$ cat src/hdl/drm_pkg.sv
`timescale 1ns / 1ps
`default_nettype none

package drm_pkg;

	localparam int LANES_DEF    = 4;
	localparam int SAMPLE_W_DEF = 24;

	localparam int THR_W   = 20;
	localparam int KNEE_W  = 21;
	localparam int SCALE_W = 29;
	localparam int GAIN_W  = 24;

	localparam int CFG_IDX_W  = 4;
	localparam int CFG_DATA_W = 32;

	localparam int NSTG   = 7;
	localparam int D_BITS = 22;
	localparam int SQ_W   = 2 * D_BITS;
	localparam int PROD_W = SQ_W - D_BITS + SCALE_W;
	localparam int CRV_W  = 32;
	localparam int LO_W   = 18;

	localparam logic [THR_W-1:0]   THR_RST   = 20'd0;
	localparam logic [KNEE_W-1:0]  KNEE_RST  = 21'h100000;
	localparam logic [SCALE_W-1:0] SCALE_RST = 29'h0080000;
	localparam logic [GAIN_W-1:0]  GAIN_RST  = 24'h100000;

	typedef enum logic [CFG_IDX_W-1:0] {
		REG_THRESHOLD = 4'd0,
		REG_KNEE      = 4'd1,
		REG_SCALE     = 4'd2,
		REG_GAIN      = 4'd3
	} drm_reg_t;

	typedef struct packed {
		logic [THR_W-1:0]   thr;
		logic [KNEE_W-1:0]  knee;
		logic [SCALE_W-1:0] scale;
		logic [GAIN_W-1:0]  gain;
	} drm_cfg_t;

	function automatic int term_w(input int w);
		return (w + 3 > 34) ? w + 3 : 34;
	endfunction

endpackage

`default_nettype wire

$ cat src/hdl/drm_ifs.sv
`timescale 1ns / 1ps
`default_nettype none


interface drm_cfg_if;
	import drm_pkg::*;

	logic                  valid;
	logic                  ready;
	logic [CFG_IDX_W-1:0]  index;
	logic [CFG_DATA_W-1:0] data;

	modport source (output valid, output index, output data, input ready);
	modport sink (input valid, input index, input data, output ready);
endinterface

`default_nettype wire

$ cat src/hdl/drm_cfg_regs.sv
`timescale 1ns / 1ps
`default_nettype none

module drm_cfg_regs (
	input  logic              clk,
	input  logic              arst_n,
	drm_cfg_if.sink           cfg,
	output drm_pkg::drm_cfg_t regs
);
	import drm_pkg::*;

	drm_cfg_t regs_q;

	assign cfg.ready = 1'b1;
	assign regs      = regs_q;

	always_ff @(posedge clk or negedge arst_n) begin
		if (!arst_n) begin
			regs_q.thr   <= THR_RST;
			regs_q.knee  <= KNEE_RST;
			regs_q.scale <= SCALE_RST;
			regs_q.gain  <= GAIN_RST;
		end else if (cfg.valid) begin
			unique case (drm_reg_t'(cfg.index))
				REG_THRESHOLD: regs_q.thr   <= cfg.data[THR_W-1:0];
				REG_KNEE:      regs_q.knee  <= cfg.data[KNEE_W-1:0];
				REG_SCALE:     regs_q.scale <= cfg.data[SCALE_W-1:0];
				REG_GAIN:      regs_q.gain  <= cfg.data[GAIN_W-1:0];
				default: ;
			endcase
		end
	end

endmodule

`default_nettype wire

$ cat src/flat_wrapper.sv
// flat-port wrapper written by rule: the top's interface ports become plain ports
module drm_cfg_regs_flat import drm_pkg::*;
  (clk, arst_n, regs, cfg_valid, cfg_index, cfg_data, cfg_ready);
  drm_cfg_if cfg_i ();
  input  logic clk;
  input  logic arst_n;
  output drm_pkg::drm_cfg_t regs;
  input wire logic [$bits(cfg_i.valid)-1:0] cfg_valid;
  input wire logic [$bits(cfg_i.index)-1:0] cfg_index;
  input wire logic [$bits(cfg_i.data)-1:0] cfg_data;
  output wire logic [$bits(cfg_i.ready)-1:0] cfg_ready;
  assign cfg_i.valid = cfg_valid;
  assign cfg_i.index = cfg_index;
  assign cfg_i.data = cfg_data;
  assign cfg_ready = cfg_i.ready;
  drm_cfg_regs u_core (.clk(clk), .arst_n(arst_n), .cfg(cfg_i), .regs(regs));
endmodule
$ cat config.mk
export PLATFORM = sky130hd
export DESIGN_NAME = drm_cfg_regs_flat
export DESIGN_NICKNAME = d
export VERILOG_FILES = /design/src/hdl/drm_pkg.sv /design/src/hdl/drm_ifs.sv /design/src/hdl/drm_cfg_regs.sv /design/src/flat_wrapper.sv
export SDC_FILE = /design/constraint.sdc
export NUM_CORES = 1
export LEC_CHECK = 0
export BUFFER_PORTS_ARGS = -buffer_cell sky130_fd_sc_hd__buf_2
export CAP_MARGIN = 40
export CELL_PAD_IN_SITES_DETAIL_PLACEMENT = 1
export CELL_PAD_IN_SITES_GLOBAL_PLACEMENT = 1
export CORE_ASPECT_RATIO = 1.4
export CORE_MARGIN = 1.5
export CORE_UTILIZATION = 37
export CTS_BUF_LIST = sky130_fd_sc_hd__clkbuf_8
export CTS_CLUSTER_SIZE = 28
export DETAILED_ROUTE_END_ITERATION = 10
export PLACE_DENSITY_LB_ADDON = 0.25
export SYNTH_ARGS = -nofsm -noshare
export SYNTH_HDL_FRONTEND = slang
export SYNTH_SLANG_ARGS = --single-unit
$ cat constraint.sdc
create_clock -name clk -period 0.9 [get_ports clk]
set_clock_uncertainty 0.15 [all_clocks]
set_input_delay 0.135 -clock clk [delete_from_list [all_inputs] [get_ports clk]]
set_output_delay 0.135 -clock clk [all_outputs]
set_load 0.02 [all_outputs]
# Word level (Yosys, flattened, before mapping)
# Cells that the tools add are included.
[totals]
output_inout_bits = 95
regBits = 94
input_bits = 39
wordCells = 12
[classes]
n_eq_ne = 3
reduce_logical = 5
[ops]
columns = ["cell", "count"]
rows = [
  ["equality test 4 x 2 -> 1 bit, second input constant", 2],
  ["AND reduction 2 bit", 4],
  ["equality test 4 x 1 -> 1 bit, second input constant", 1],
  ["logical NOT 4 bit", 1],
]

# Longest topological paths before layout
# Gate-level depths: netlist of the first run.
[depth]
ltp_word = 2
ltp_mapped = 5
depth_no_buf = 3

# Worst setup path before layout of the first run
# No wires, ideal clock.
[synth_path]
path_kind = "input port to flip-flop"
from = "in cfg_index[1]"
to = "reg u_core.regs_q, in the netlist u_core.regs[0]"
path_stages = 4
path_buffers = 1
arrival_time_ns = 1.107
setup_slack_ns = -0.482
setup_ns = 0.125
required_ns = 0.625
cell_sequence = "nand2_2 > nor4b_4 > buf_6 > mux2_2"
[synth_between]
elab_chain_cells = 2
[synth_lines]
columns = ["element", "line", "source"]
rows = [
  ["start: declaration", "flat_wrapper.sv:9", "input wire logic [$bits(cfg_i.index)-1:0] cfg_index;"],
  ["equality test 4 x 2 -> 1 bit", "drm_cfg_regs.sv:24", "unique case (drm_reg_t'(cfg.index))"],
  ["AND reduction 2 bit (no source line)", "--", ""],
  ["end: declaration", "drm_cfg_regs.sv:12", "drm_cfg_t regs_q;"],
]
# Every way passes these cells.
# A chain may end at the register's enable or synchronous reset.

# Worst setup path in the final report of the first run
[layout_path]
from = "reg u_core.regs_q, in the netlist u_core.regs[73]"
to = "out regs[73] (netlist bit)"
[layout_rtl]
columns = ["element", "line", "source"]
rows = [
  ["end: declaration", "flat_wrapper.sv:7", "output drm_pkg::drm_cfg_t regs;"],
]
# No word-level cell between the ends.

==> out/qor.log, run 1 <==
qor: run_status.run_status finished with violations
qor: run_status.failed_checks negative hold slack, negative setup slack
qor: critical_path.cpLargestDelayFamily flip-flops
qor: min_path.min-delay-path-class primary input to flip-flop
qor: synth.total_of_flip_flops_plus_latches_after_synthesis 94
qor: finish.postLayoutCellArea 6590 sq um
qor: finish.antennaDiodeCount 0
qor: sta.finalWorstSetupSlack -0.443 ns
qor: finish.final_core_util 0.701
qor: job.cap_viol_max_count 0
qor: clocking.htree_levels 3
qor: grt.track_usage 0.254
qor: critical_path.critPathRequiredTime 0.61 ns
qor: place.worst_setup_timing_slack_at_the_placement_stage -0.613 ns
qor: floorplan.die-height 119 um
qor: critical_path.critical_path_buf_inv_count 1
qor: floorplan.rows 42
qor: critical_path.timing.critical_path.fanout_max 2
qor: route.drt_first_pass_iters 4
qor: sta.setup_viol 188
qor: pwr.total_power_density_per_cell_area 2410 nW/um^2
qor: floorplan.design.portCount 134
qor: clocking.clk-insertion-delay-late 0.37 ns
qor: pwr.vdd_drop_max 1260 uV
qor: sta.tns -49.11 ns
qor: sta.hold_viol 94
qor: route.antenna_left 0
qor: clocking.tritoncts built
qor: grt.grt_pass1_vias 3062
qor: synth.summed_instance_area_of_the_synthesized_netlist 3570 sq um
qor: route.drt-wirelength-per-cell 23.9 um
qor: route.drtIter0Drc 72
qor: sta.final-max-slew-violation-count 0
qor: synth.synthDominantCellAreaShare 0.638
qor: synth.post_synthesis_sequential_area_ratio 0.660
qor: route.routed_wl 13.1 mm
qor: finish.mostFrequentLayoutCell buf_6
qor: critical_path.arrival 1.06 ns
qor: grt.grt_overflow 0
qor: floorplan.die_width 86.0 um
qor: grt.antenna_found_initial 0
qor: clocking.cts_root_buffer clkbuf_8
qor: grt.grt_pass1_wl 18.5 mm
qor: route.post_drt_via_cell_ratio 4.94
qor: critical_path.timing.critical_path.cells buf_6
qor: place.dp_hpwl 6.00 mm
qor: pwr.leakage 3.32 nW
qor: finish.fill_cells 838
qor: sta.rsz_0062_raised_after_global_routing yes
qor: grt.maximum_number_of_pins_on_one_net_before_global_route_repair 25
qor: finish.number_of_flip_flops_under_the_largest_register_name 94
qor: finish.area_growth_syn_to_layout 84.7%
qor: synth.synth.avg_cell_area 17.2 sq um
qor: route.drc_errors 0
qor: critical_path.critical_path.startpoint_type flip-flop
qor: synth.ys_types 16
qor: route.vias 2718
qor: floorplan.core-area 9410 sq um
qor: floorplan.fp.dieArea 10300 sq um
qor: critical_path.path_class flip-flop to primary output
qor: clocking.tritoncts_num_sinks 94
qor: clocking.cts_buffer_depth 2
qor: clocking.cts-buffers-inserted 9
qor: clocking.cts_hold_repair.buffers 1
qor: critical_path.critPathSlowestCell dfstp_2
qor: sta.period_share 1.49
qor: place.gp_congestion 0.717
qor: sta.fmax 0.744 GHz
qor: synth.synth.net_count 246
qor: synth.netlist_instances 207
qor: floorplan.initial_utilization 0.379
qor: finish.drive_gt1_frac 0.786
qor: place.placement.io_buffers 129
qor: sta.whs -0.161 ns
qor: place.placedInstanceArea 4610 sq um
qor: clocking.cts.reportedPaths.clkPinSlew 0.09 ns
qor: critical_path.timing.critical_path.slowest_cell_delay 0.57 ns
qor: critical_path.critPathCaptureType primary output
qor: synth.synthesis.yosys.warnings 0
qor: sta.timing.final.crit_period 1.34 ns
qor: finish.num-nets-final 474
qor: synth.ys_top_cells_by_area dfrtp_1, mux2_2, dfstp_2
qor: finish.layout.cells.most_common_list buf_6, dfrtp_1, mux2_4
qor: synth.netlist.top_cell.by_area dfrtp_1
## synth_stat cells, drive strengths merged
cell and n:
mux2 94, dfrtp 91, buf 10, dfstp 3, nand2 2, and2b 1, conb 1, nand3 1
nor2 1, nor2b 1, nor3 1, nor4b 1
## report_power, final
group          total [W]  switching, W  internal (W)
Sequential       0.00610      0.000868       0.00523
Combinational    0.00671       0.00264       0.00407
Clock            0.00307       0.00149       0.00158
Total             0.0159       0.00500        0.0109
## repair_timing
item | in CTS | in global routing
gates resized for setup | 266 | 48
gates cloned | 11 | 2
pin swaps | 3 | 3
setup buffers | 40 | 49
hold endpoints to repair | 188 | 94
setup endpoints to repair | 188 | 188
## metrics by stage
stage	power [W]	std cells
finish	0.0159	550
global route	0.0165	550
CTS	0.0150	519
detailed placement	0.00971	451
global placement	0.00956	451
floorplan	0.00812	207
## routing by layer
metal,global-route usage,up-vias,share of wire
li1,-,1180,-
met1,0.275,1418,0.37
met2,0.469,97,0.56
met3,0.0395,23,0.035
met4,0.124,0,0.032
met5,0,-,0
## worst paths after layout
check | start | end | slack [ns] | depth (start not counted)
setup / recovery | u_core.regs[73]$_DFFE_PN1P_ | regs[73] | -0.44 | 1
hold / removal | cfg_data[24] | u_core.regs[48]$_DFFE_PN0P_ | -0.16 | 2
setup reg to reg | u_core.regs[46]$_DFFE_PN0P_ | u_core.regs[46]$_DFFE_PN0P_ | -0.29 | 3
max in group asynchronous | arst_n | u_core.regs[69]$_DFFE_PN0P_ | 0.10 | 3
min in group asynchronous | arst_n | u_core.regs[45]$_DFFE_PN0P_ | 0.05 | 2
hold reg to reg | u_core.regs[70]$_DFFE_PN0P_ | u_core.regs[70]$_DFFE_PN0P_ | 0.39 | 1
## kinds of logic after synthesis
group | Yosys count | synth area share
buf+inv | 10 | 0.0217
flops | 94 | 0.660
mux | 94 | 0.297
other cells | 1 | 0.00105
simple gates | 8 | 0.0207
## cell type report
cell class	count	area, sq um	share of cell area
multi-input combinational	103	1490	0.225
timing repair buffer	227	2390	0.363
sequential	94	2360	0.357
clock inverter	3	41.3	0.00626
tap	110	138	0.0209
clock buffer	13	179	0.0271
Note: power is estimated with default switching activity, not from simulation.
==> run 2, diff against run 1 <==
--- a/config.mk
+++ b/config.mk
@@ -16,6 +16,8 @@
 export CTS_CLUSTER_SIZE = 28
 export DETAILED_ROUTE_END_ITERATION = 10
 export PLACE_DENSITY_LB_ADDON = 0.25
+export SETUP_SLACK_MARGIN = 0.1
+export SLEW_MARGIN = 30
 export SYNTH_ARGS = -nofsm -noshare
 export SYNTH_HDL_FRONTEND = slang
 export SYNTH_SLANG_ARGS = --single-unit
==> run 2 against run 1 <==
The run still ends with negative hold slack, negative setup slack left. Combinational power grew 1%. Total power grew 1.4%. Setup slack lost 0.018 ns. Maximum frequency shrank 1.3%. Critical endpoint unchanged.
==> out/qor.log, run 2 (same netlist as run 1, synthesis figures left out) <==
qor: finish.layout.cells.most_common_list buf_6, dfrtp_1, mux2_4 [unchanged]
qor: route.vias 2880 [was 2718]
qor: route.drc_errors 0 [unchanged]
qor: min_path.hp-start cfg_data[25] [was cfg_data[24]]
qor: critical_path.capture_point_of_the_worst_reg_to_reg_path u_core.regs[46]$_DFFE_PN0P_ [unchanged]
qor: pwr.total_power_density_per_cell_area 2400 nW/um^2 [was 2410 nW/um^2]
qor: route.drt_first_pass_iters 4 [unchanged]
qor: pwr.vdd_drop_max 1310 uV [was 1260 uV]
qor: grt.maximum_number_of_pins_on_one_net_before_global_route_repair 25 [unchanged]
qor: sta.final-max-slew-violation-count 0 [unchanged]
qor: floorplan.initial_utilization 0.379 [unchanged]
qor: critical_path.critPathSlowestCell dfstp_2 [unchanged]
qor: sta.setup_viol 188 [unchanged]
qor: floorplan.die_width 86.0 um [unchanged]
qor: route.drt-wirelength-per-cell 27.1 um [was 23.9 um]
qor: sta.hold_viol 94 [unchanged]
qor: place.worst_setup_timing_slack_at_the_placement_stage -0.613 ns [unchanged]
qor: min_path.holdPathEnd u_core.regs[49]$_DFFE_PN0P_ [was u_core.regs[48]$_DFFE_PN0P_]
qor: sta.period_share 1.51 [was 1.49]
qor: clocking.cts.reportedPaths.clkPinSlew 0.09 ns [about the same]
qor: critical_path.path_class flip-flop to primary output [unchanged]
qor: place.placement.io_buffers 129 [unchanged]
qor: run_status.failed_checks negative hold slack, negative setup slack [unchanged]
qor: clocking.tritoncts_num_sinks 94 [unchanged]
qor: run_status.run_status finished with violations [unchanged]
qor: critical_path.timing.critical_path.slowest_cell_delay 0.58 ns [was 0.57 ns]
qor: clocking.tritoncts built [unchanged]
qor: route.drtIter0Drc 102 [was 72]
qor: clocking.cts_root_buffer clkbuf_8 [unchanged]
qor: critical_path.timing.critical_path.cells buf_6 [unchanged]
qor: grt.grt_overflow 0 [unchanged]
qor: min_path.min-delay-path-class primary input to flip-flop [unchanged]
qor: job.cap_viol_max_count 0 [unchanged]
qor: critical_path.cpLargestDelayFamily flip-flops [unchanged]
qor: clocking.htree_levels 3 [unchanged]
qor: min_path.min_path_cells 2 [unchanged]
qor: critical_path.timing.critical_path.fanout_max 2 [unchanged]
qor: clocking.cts-buffers-inserted 9 [unchanged]
qor: finish.drive_gt1_frac 0.790 [was 0.786]
qor: grt.track_usage 0.254 [unchanged]
qor: route.antenna_left 0 [unchanged]
qor: grt.grt_pass1_wl 18.5 mm [unchanged]
qor: grt.grt_pass1_vias 3062 [unchanged]
qor: clocking.cts_buffer_depth 2 [unchanged]
qor: critical_path.critPathCaptureType primary output [unchanged]
qor: finish.number_of_flip_flops_under_the_largest_register_name 94 [unchanged]
qor: finish.area_growth_syn_to_layout 88.0% [was 84.7%]
qor: critical_path.worstRegToRegCells 3 [unchanged]
qor: place.gp_congestion 0.717 [unchanged]
qor: sta.finalWorstSetupSlack -0.461 ns [was -0.443 ns]
qor: route.post_drt_via_cell_ratio 5.16 [was 4.94]
qor: route.routed_wl 15.1 mm [was 13.1 mm]
qor: critical_path.arrival 1.08 ns [was 1.06 ns]
qor: finish.num-nets-final 481 [was 474]
qor: critical_path.critical_path_buf_inv_count 1 [unchanged]
qor: floorplan.rows 42 [unchanged]
qor: finish.mostFrequentLayoutCell buf_6 [unchanged]
qor: critical_path.r2r_slack -0.30 ns [was -0.29 ns]
qor: critical_path.critical_path.startpoint_type flip-flop [unchanged]
qor: sta.fmax 0.735 GHz [was 0.744 GHz]
qor: floorplan.design.portCount 134 [unchanged]
qor: grt.antenna_found_initial 1 [was 0]
qor: floorplan.die-height 119 um [unchanged]
qor: pwr.leakage 3.37 nW [was 3.32 nW]
qor: sta.whs -0.151 ns [was -0.161 ns]
qor: clocking.cts_hold_repair.buffers 1 [unchanged]
qor: sta.rsz_0062_raised_after_global_routing yes [unchanged]
qor: sta.timing.final.crit_period 1.36 ns [was 1.34 ns]
qor: clocking.clk-insertion-delay-late 0.36 ns [was 0.37 ns]
qor: critical_path.critPathRequiredTime 0.61 ns [about the same]
qor: critical_path.worst_r2r_startpoint u_core.regs[46]$_DFFE_PN0P_ [unchanged]
qor: place.dp_hpwl 6.00 mm [unchanged]
qor: floorplan.fp.dieArea 10300 sq um [unchanged]
qor: floorplan.core-area 9410 sq um [unchanged]
[run 2: cell count changes in the layout (fill, tap and decap cells not counted)]
cell | previous run | this run
buf_12 | 11 | 10
buf_16 | 4 | 8
buf_4 | 53 | 56
buf_6 | 119 | 122
buf_8 | 8 | 6
diode_2 | 0 | 1
[run 2: final cells by class]
| class | instances | area, sq um |
|---|---|---|
| multi-input cells | 103 | 1490 |
| flip-flops and latches | 94 | 2360 |
| diodes | 1 | 2.50 |
| clock buffers | 13 | 179 |
| clock inverters | 3 | 41.3 |
| well taps | 110 | 138 |
| fillers | 811 | 2700 |
| repair buffers | 234 | 2510 |
[run 2: report_power, final]
part / leakage, nW / internal (W) / total [W] / switching, W
clock: 0.113 / 0.00158 / 0.00313 / 0.00155
combinational: 2.11 / 0.00407 / 0.00680 / 0.00273
sequential: 1.15 / 0.00523 / 0.00617 / 0.000938
[run 2: how the worst max path moves through the flow]
stage	to	startpoint	cells after the start	slack, ns
floorplan	u_core.regs[0]$_DFFE_PN0P_	cfg_index[1]	4	-0.45
global placement	u_core.regs[34]$_DFFE_PN0P_	cfg_index[3]	5	-0.58
detailed placement	u_core.regs[36]$_DFFE_PN0P_	cfg_index[3]	5	-0.61
CTS	regs[73]	u_core.regs[73]$_DFFE_PN1P_	1	-0.44
global route	regs[73]	u_core.regs[73]$_DFFE_PN1P_	1	-0.48
finish	regs[73]	u_core.regs[73]$_DFFE_PN1P_	1	-0.46
[run 2: what timing repair did]
item                                    in CTS  in global routing
pin swaps                                    3                  2
gates resized for setup                    266                 36
hold endpoints to repair                   188                 94
setup buffers                               40                 47
endpoints found under the setup margin     188                229
gates cloned                                11                  2
[run 2: layer usage]
metal	track usage	share of wire	vias up	routed length [um]
met3	0.0395	0.046	33	690
met2	0.469	0.56	131	8490
met5	0	0	-	0
met4	0.124	0.041	0	613
li1	-	-	1197	-
met1	0.275	0.35	1519	5300
[run 2: per-stage QoR]
step	util	total power (W)	TNS [ns]	std cells	cell area (sq um)
detailed placement	0.491	0.00971	-51.28	451	4610
floorplan	-	0.00812	-30.45	207	3740
finish	0.713	0.0161	-52.56	558	6710
CTS	0.672	0.0150	-49.70	519	6320
global route	0.713	0.0166	-56.43	558	6710
global placement	0.491	0.00956	-49.24	451	4610
